## src/pairwise_cutoff_repulsive_force_defines.svh

```systemverilog
//------------------------------------------------------------------------------
// Pairwise cutoff repulsive force: assertion macros
// Shorthands for the concurrent checks at the end of the top level.
//------------------------------------------------------------------------------
`ifndef PAIRWISE_CUTOFF_REPULSIVE_FORCE_DEFINES_SVH
`define PAIRWISE_CUTOFF_REPULSIVE_FORCE_DEFINES_SVH

// Same-cycle implication, sampled on clk and off while arst_n is low.
`define PCRF_ASSERT_IMP(lbl, ante, cons, msg) \
	lbl: assert property (@(posedge clk) disable iff (!arst_n) (ante) |-> (cons)) \
		else $error(msg);

// Next-cycle implication, sampled on clk and off while arst_n is low.
`define PCRF_ASSERT_NXT(lbl, ante, cons, msg) \
	lbl: assert property (@(posedge clk) disable iff (!arst_n) (ante) |=> (cons)) \
		else $error(msg);

`endif

```

## src/pcrf_pkg.sv

```systemverilog
//------------------------------------------------------------------------------
// Pairwise cutoff repulsive force: package
// Shared constants, register map, payload types and the square-root step.
//------------------------------------------------------------------------------
package pcrf_pkg;

	localparam int POS_BITS = 32;
	localparam int USE_BITS = (POS_BITS < 32) ? POS_BITS : 32;
	localparam logic [31:0] POS_MASK = (USE_BITS >= 32) ? 32'hFFFF_FFFF :
		32'((64'd1 << USE_BITS) - 64'd1);

	// Register map
	localparam int ADDR_W = 4;
	localparam int REG_IDX_W = ADDR_W - 2;
	localparam logic [REG_IDX_W-1:0] REG_CUTOFF = 2'd0;
	localparam logic [REG_IDX_W-1:0] REG_MIN_RADIUS = 2'd1;
	localparam logic [REG_IDX_W-1:0] REG_INV_MASS = 2'd2;

	localparam logic [31:0] RST_CUTOFF = 32'd167772;
	localparam logic [31:0] RST_MIN_RADIUS = 32'd1678;
	localparam logic [31:0] RST_INV_MASS = 32'd6553600;

	localparam int SQRT_STAGES = 16;
	localparam int FIFO_DEPTH = 4;
	localparam int FIFO_PTR_W = $clog2(FIFO_DEPTH);
	localparam int FIFO_CNT_W = $clog2(FIFO_DEPTH + 1);
	localparam int DIV_STEPS = 64;

	localparam logic [63:0] SAT_POS = 64'h7FFF_FFFF_FFFF_FFFF;
	localparam logic [63:0] SAT_NEG_MAG = 64'h8000_0000_0000_0000;

	typedef struct packed {
		logic [31:0] cutoff;
		logic [31:0] min_radius;
		logic [31:0] inv_mass;
	} cfg_t;

	// One classified pair, handed from the front end to the force unit.
	typedef struct packed {
		logic        in_range;
		logic        neg_x;
		logic        neg_y;
		logic [31:0] mag_x;
		logic [31:0] mag_y;
		logic [31:0] root;
		logic [63:0] r2;
	} pair_t;

	typedef struct packed {
		logic full;
		logic empty;
	} fifo_stat_t;

	typedef struct packed {
		logic [34:0] rem;
		logic [31:0] root;
	} sqrt_t;

	// One digit of the restoring square root: two radicand bits in, one root bit out.
	function automatic sqrt_t sqrt_step(sqrt_t cur, logic [1:0] bits);
		logic [34:0] acc;
		logic [34:0] trial;
		sqrt_t       nxt;
		acc = {cur.rem[32:0], bits};
		trial = {1'b0, cur.root, 2'b01};
		if (acc >= trial) begin
			nxt.rem = acc - trial;
			nxt.root = {cur.root[30:0], 1'b1};
		end else begin
			nxt.rem = acc;
			nxt.root = {cur.root[30:0], 1'b0};
		end
		return nxt;
	endfunction

endpackage

```

## src/pcrf_fifo.sv

```systemverilog
//------------------------------------------------------------------------------
// Pairwise cutoff repulsive force: pair queue
// Short queue between the front end and the force unit.
//------------------------------------------------------------------------------
module pcrf_fifo (
	input  logic                 clk,
	input  logic                 arst_n,
	input  logic                 push,
	input  pcrf_pkg::pair_t      push_data,
	input  logic                 pop,
	output pcrf_pkg::pair_t      pop_data,
	output pcrf_pkg::fifo_stat_t stat
);

	pcrf_pkg::pair_t                 mem_q [pcrf_pkg::FIFO_DEPTH];
	logic [pcrf_pkg::FIFO_PTR_W-1:0] wr_ptr_q;
	logic [pcrf_pkg::FIFO_PTR_W-1:0] rd_ptr_q;
	logic [pcrf_pkg::FIFO_CNT_W-1:0] cnt_q;

	assign stat.full = (cnt_q == pcrf_pkg::FIFO_CNT_W'(pcrf_pkg::FIFO_DEPTH));
	assign stat.empty = (cnt_q == '0);
	assign pop_data = mem_q[rd_ptr_q];

	always_ff @(posedge clk) begin
		if (push) begin
			mem_q[wr_ptr_q] <= push_data;
		end
	end

	always_ff @(posedge clk or negedge arst_n) begin
		if (!arst_n) begin
			wr_ptr_q <= '0;
			rd_ptr_q <= '0;
			cnt_q <= '0;
		end else begin
			if (push) begin
				wr_ptr_q <= wr_ptr_q + 1'b1;
			end
			if (pop) begin
				rd_ptr_q <= rd_ptr_q + 1'b1;
			end
			if (push && !pop) begin
				cnt_q <= cnt_q + 1'b1;
			end else if (pop && !push) begin
				cnt_q <= cnt_q - 1'b1;
			end
		end
	end

endmodule

```

## config.mk

```make
export PLATFORM = sky130hd
export DESIGN_NAME = pcrf_fifo
export DESIGN_NICKNAME = d
export VERILOG_FILES = /design/src/pairwise_cutoff_repulsive_force_defines.svh /design/src/pcrf_pkg.sv /design/src/pcrf_fifo.sv
export SDC_FILE = /design/constraint.sdc
export NUM_CORES = 1
export LEC_CHECK = 0
export ABC_AREA = 1
export BUFFER_PORTS_ARGS = -buffer_cell sky130_fd_sc_hd__buf_2
export CAP_MARGIN = 30
export CORE_ASPECT_RATIO = 2
export CORE_MARGIN = 1
export CORE_UTILIZATION = 45
export DETAILED_ROUTE_END_ITERATION = 10
export GPL_TIMING_DRIVEN = 0
export SLEW_MARGIN = 20
export SYNTH_ARGS = -nofsm -noshare
export SYNTH_HDL_FRONTEND = slang
export SYNTH_SLANG_ARGS = --single-unit
```

## constraint.sdc

```tcl
create_clock -name clk -period 7.15 [get_ports clk]
set_clock_uncertainty 0.1 [all_clocks]
set_input_delay 0.715 -clock clk [delete_from_list [all_inputs] [get_ports clk]]
set_output_delay 0.715 -clock clk [all_outputs]
set_load 0.02 [all_outputs]
```

==> results of run 1 <==
==> how the worst max path moves through the flow <==
| stage | start | to | slack (ns) | depth (start not counted) |
|---|---|---|---|---|
| 4_1_cts | rd_ptr_q[1]$_DFFE_PN0P_ | pop_data[123] | 3.73 | 6 |
| 3_3_place_gp | push | mem_q[3][82]$_DFFE_PP_ | -0.79 | 4 |
| 6_report | rd_ptr_q[1]$_DFFE_PN0P_ | pop_data[85] | 3.85 | 6 |
| 5_1_grt | rd_ptr_q[1]$_DFFE_PN0P_ | pop_data[85] | 3.69 | 6 |
| 3_5_place_dp | rd_ptr_q[1]$_DFFE_PN0P_ | pop_data[123] | 4.44 | 6 |
| 2_1_floorplan | push | mem_q[0][0]$_DFFE_PP_ | 2.38 | 3 |
==> cells in the mapped netlist, types with 3 or more instances <==
cell type and count:
edfxtp_1 652, nand2_1 502, inv_1 338, o211ai_1 227, o211ai_2 99, buf_2 75
buf_6 12, clkbuf_1 10, buf_4 7, dfrtp_1 7, buf_1 6, ha_1 5
xor2_1 3
==> power by group <==
part | switching (uW) | internal [uW]
sequential | 175 | 5050
combinational | 4030 | 1650
clock | 1390 | 1720
total | 5590 | 8420
==> routing by layer <==
| metal | share of wire [%] | track usage, % | vias to the layer above | wire length (um) |
|---|---|---|---|---|
| met5 | 0.24 | 0 | - | 162 |
| met4 | 3.1 | 8.396 | 26 | 2040 |
| met3 | 7.9 | 5.951 | 137 | 5249 |
| met2 | 52 | 39.84 | 536 | 34600 |
| met1 | 37 | 24.85 | 8123 | 24660 |
| li1 | - | - | 7617 | - |
==> cells by family after synthesis <==
family | count (synthesis) | synth area share [%]
and+or+nand+nor | 506 | 7.159
xor gates and xnor gates | 4 | 0.1316
adders and majority gates | 6 | 0.3103
buffers and inverters | 448 | 7.108
DFF | 659 | 74.22
AOI/OAI and AO/OA | 327 | 11.08
==> cell usage in the layout, fill, tap and decap left out, types with 2 or more instances in the layout <==
cell / netlist / layout
edfxtp_1: 652 / 652
clkbuf_1: 10 / 14
buf_16: 0 / 8
o211ai_1: 227 / 227
clkinv_1: 0 / 15
clkbuf_16: 0 / 59
diode_2: 0 / 8
bufinv_16: 0 / 6
nor3_1: 2 / 2
xor2_1: 3 / 3
inv_6: 0 / 2
clkinvlp_4: 0 / 8
inv_1: 338 / 334
clkinv_2: 0 / 12
buf_4: 7 / 7
buf_1: 6 / 6
inv_8: 0 / 4
o211ai_2: 99 / 99
dfrtp_1: 7 / 7
buf_6: 12 / 12
nand2_1: 502 / 502
buf_2: 75 / 406
ha_1: 5 / 5
==> stage by stage <==
stage	area (sq um)	setup TNS, ns	util, %	setup slack [ns]	instances
after floorplan	26620	0	-	2.377	1950
after global placement	29230	-465.05	50.10	-0.7885	3043
after detailed placement	29480	0	50.53	4.444	3051
after CTS	31360	0	53.76	3.733	3159
after global routing	31370	0	53.78	3.686	3163
final	31380	0	53.79	3.854	3167
==> worst reg2reg max path: cells and delay by family (launching register included) <==
| kind | cells | cell delay [ns] |
|---|---|---|
| buffers and inverters | 3 | 0.67 |
| DFF | 1 | 0.43 |
| adders and majority gates | 1 | 0.15 |
| and+or+nand+nor | 1 | 0.12 |
==> registers in the layout (all words and copies together), names as in the netlist <==
signal    count
mem_q       652
cnt_q         3
rd_ptr_q      2
wr_ptr_q      2
==> cell type report <==
| type | count | area (sq um) | share of cell area, % |
|---|---|---|---|
| Timing Repair Buffer | 340 | 1887 | 6.013 |
| Buffer | 110 | 623.1 | 1.986 |
| Antenna cell | 8 | 20.02 | 0.06379 |
| Inverter | 338 | 1299 | 4.139 |
| Tap cell | 762 | 953.4 | 3.038 |
| Multi-Input combinational cell | 843 | 4971 | 15.84 |
| Clock buffer | 63 | 1491 | 4.753 |
| Sequential cell | 659 | 19750 | 62.95 |
| Clock inverter | 44 | 382.9 | 1.220 |
==> what timing repair did <==
action / 4_1_cts / 5_1_grt
endpoints found under the hold margin: 7 / 0
hold buffers: 1 / 0
resized for setup: 0 / 0
==> flow_summary.toml, run 1 <==
[worst_hold_path]
min_from = "push_data[121]"
holdPathEnd = "mem_q[3][121]$_DFFE_PP_"
hold_depth = 1
hold_path.class = "in2reg"

[layout]
area_growth_pct = 17.90
nFillCells = 4887
num-nets-final = 2522
drive_gt1_share_pct = 26.03

[worst_setup_path]
start_kind = "flip-flop"
cp_top_family = "buffers and inverters"
ff2ff_path_depth = 5
critPathSlowestCell = "clkbuf_1"
rrSetupSlack_ns = 5.18
crit_type = "reg2out"
crit_path_max_incr_delay_ns = 0.55
path_cells = "inv_1 -> buf_2 -> clkbuf_1 -> o211ai_1 -> nand2_1 -> buf_2"
crit_path_frequent_cell = "buf_2"
required_ns = 6.34
r2r-end = "mem_q[2][54]$_DFFE_PP_"
end_kind = "primary output"
cp.arrival_ns = 2.48
regToRegStartpoint = "wr_ptr_q[0]$_DFFE_PN0P_"
crit_fanout = 10
worst-path-buf-inv = 4

[synth]
syn_avg_cell_area_sq_um = 13.65
synth_top_area_share_pct = 73.56
ys_seq_elements = 659
async_reset_ff_share_pct = 1.062
synth_edf_count = 652
syn_inst = 1950
netlist_area_sq_mm = 0.02662
yosys_warnings = 0
synth_cell_types = 19
ys_seq_area_share_pct = 74.22
synth_fp_nets = 2123
synth_area_leader_cell = "edfxtp_1"
synthFlopType = "edfxtp_1"
synthTopCellsByArea = "edfxtp_1, nand2_1, o211ai_1, inv_1, o211ai_2"

[grt]
grt_pass1_wl_um = 101000
grt_start_max_net_pins = 81
antenna_found_initial = 20
grt_pass1_vias = 17080
grt_use_total_pct = 22.18
gr-total-overflow = 0

[power]
total_leakage_power_uw = 0.01266
peakVddDrop_mv = 0.3512
p_per_area_mw_per_mm2 = 446.4
p_total_uw = 14010

[detailed_routing]
avgRoutedWirePerCell_um = 21.06
viasPerCell = 5.191
ant_nets = 0
drc = 0
vias = 16440
drt_iter0_drc = 942
first_pass_iters = 5
routed_wl_um = 66710

[timing]
hold_ws_ns = 0.2136
fin_crit_sh_pct = 46.10
setup_viol = 0
slew_viol_final = 0
hold_viol_final = 0
fmax_ghz = 0.3034
min_period_ns = 3.296
slew_headroom_pct = 56.72
rsz0062_at_grt = "no"
worst_pin_slew_ns = 0.6492

[floorplan]
die_x_um = 174.0
start_util_pct = 45.63
ios = 332
die_area_sq_mm = 0.06018
rows = 125
core_area_sq_mm = 0.05834
die_h_um = 345.9

[placement]
gp_congestion = 0.7758
io_buffers = 331
place_hpwl_um = 42400

[clock_tree]
clockRootBuffer = "clkbuf_16"
numCtsBuffers = 57
path_clk_slew_ns = 0.07
worstSkewPairLatency_ns = 0.60
htreeDepth = 2
cts_setup_buffers = 0
cts_tree = "done"
clockBufferDepth = 3
cts_sinks = 659

[status]
run_status = "finished clean"

[run]
maxCapViolations = 0
Note: power is estimated with default switching activity, not from simulation.
==> run 2: changes to the inputs <==
Clock period 7.15 ns to 3.45 ns, I/O delays scaled along.
==> run 2 against run 1 <==
Net effect: power is 110% higher; hold slack worse by 0.17 ns; final cell count is 5.7% higher; wire length is 0.57% higher.
==> flow_summary.toml, run 2 (synthesized netlist as in run 1, its figures left out) <==
[status]
run_status = "finished clean"

[worst_setup_path]
critPathSlowestCell = "clkbuf_1"
crit_fanout = 10
path_cells = "inv_1 -> buf_2 -> clkbuf_1 -> o211ai_1 -> nand2_1 -> buf_2"
crit_path_frequent_cell = "buf_2"
crit_type = "reg2out"
start_kind = "flip-flop"
required_ns = 3.00
crit_path_max_incr_delay_ns = 0.52
cp.arrival_ns = 2.45
end_kind = "primary output"

[timing]
hold_viol_final = 0
slew_viol_final = 0
slew_headroom_pct = 54.94
tns_ns = 0
setup_viol = 0
fin_crit_sh_pct = 83.86
worst_pin_slew_ns = 0.6745
rsz0062_at_grt = "no"
fmax_ghz = 0.3456
min_period_ns = 2.893

[grt]
gr-total-overflow = 0
grt_use_total_pct = 22.37
grt_pass1_wl_um = 102400
grt_pass1_vias = 17930
antenna_found_initial = 6
grt_start_max_net_pins = 28

[detailed_routing]
first_pass_iters = 5
vias = 16940
drc = 0
ant_nets = 0
routed_wl_um = 67090
viasPerCell = 5.060
drt_iter0_drc = 892
avgRoutedWirePerCell_um = 20.05

[layout]
layout_common_cells = "edfxtp_1, nand2_1, buf_2"
drive_gt1_share_pct = 25.02
area_growth_pct = 25.13
fin_cells = 3347
num-nets-final = 2706
top_register = "mem_q"
top_regs = "mem_q (652), cnt_q (3)"
finish.instance_area_sq_mm = 0.03331
largest_reg_flops = 652
final_common_cell = "edfxtp_1"

[floorplan]
die_area_sq_mm = 0.06018
ios = 332
rows = 125
die_h_um = 345.9
start_util_pct = 45.63
core_area_sq_mm = 0.05834
die_x_um = 174.0

[clock_tree]
path_clk_slew_ns = 0.07
cts_sinks = 659
worstSkewPairLatency_ns = 0.60
cts_tree = "done"
cts_setup_buffers = 0
cts_resized = 0
clockBufferDepth = 3
numCtsBuffers = 57
htreeDepth = 2
clockRootBuffer = "clkbuf_16"

[placement]
place_area_sq_mm = 0.02982
dp.cells = 3070
io_buffers = 331
gp_congestion = 0.7770
place_hpwl_um = 45020

[worst_hold_path]
hold_path.class = "in2reg"

[run]
maxCapViolations = 0

[power]
peakVddDrop_mv = 0.6307
total_leakage_power_uw = 0.01343
p_total_uw = 29200
p_per_area_mw_per_mm2 = 876.8
==> run 2: layout make-up <==
cell class | count | area (sq um)
timing repair buffer | 524 | 3881
clock inverter | 33 | 275.3
tap | 762 | 953.4
buffer | 110 | 623.1
clock buffer | 75 | 1536
antenna | 3 | 7.507
inverter | 338 | 1284
multi-input combinational | 843 | 4991
fill | 4718 | 25030
sequential | 659 | 19750
==> run 2: critical path, delay by kind of cell (launching register included) <==
kind	cells	cell delay, ns
buffers and inverters	4	1.10
AO/OA/AOI/OAI	1	0.19
AND/OR/NAND/NOR	1	0.18
flip-flops	1	0.37
==> run 2: metal layers <==
metal  share of wire (%)  global-route usage (%)
met3                 6.0                   4.534
met4                 2.8                   7.555
met2                  53                   41.85
met1                  38                   24.90
met5               0.069                       0
==> run 2: timing repair <==
item / 4_1_cts / 5_1_grt
setup endpoints to repair: 0 / 0
hold endpoints to repair: 661 / 0
hold buffers: 166 / 0
==> run 2: worst paths after layout <==
path,from,endpoint,slack (ns),cells past startpoint
min in group asynchronous,arst_n,wr_ptr_q[0]$_DFFE_PN0P_,0.63,3
worst min register to register,cnt_q[2]$_DFFE_PN0P_,cnt_q[2]$_DFFE_PN0P_,0.44,2
worst max-delay path,rd_ptr_q[1]$_DFFE_PN0P_,pop_data[81],0.56,6
worst min-delay path,push,cnt_q[0]$_DFFE_PN0P_,0.04,3
worst max register to register,wr_ptr_q[0]$_DFFE_PN0P_,mem_q[0][63]$_DFFE_PP_,0.95,7
max in group asynchronous,arst_n,cnt_q[2]$_DFFE_PN0P_,2.36,3
==> run 2: through the flow <==
stage	utilization [%]	setup slack [ns]	hold WS, ns
final	57.09	0.5568	0.04000
after floorplan	-	-0.1414	-0.05059
after global placement	50.16	-2.677	0.09412
after detailed placement	51.12	0.8374	0.09495
after global routing	57.09	0.3675	0.07228
after CTS	57.08	0.4492	0.004372
==> run 2: power by group <==
group / internal, uW / switching, uW
Combinational: 3740 / 8420
Sequential: 10400 / 363
Clock: 3440 / 2800
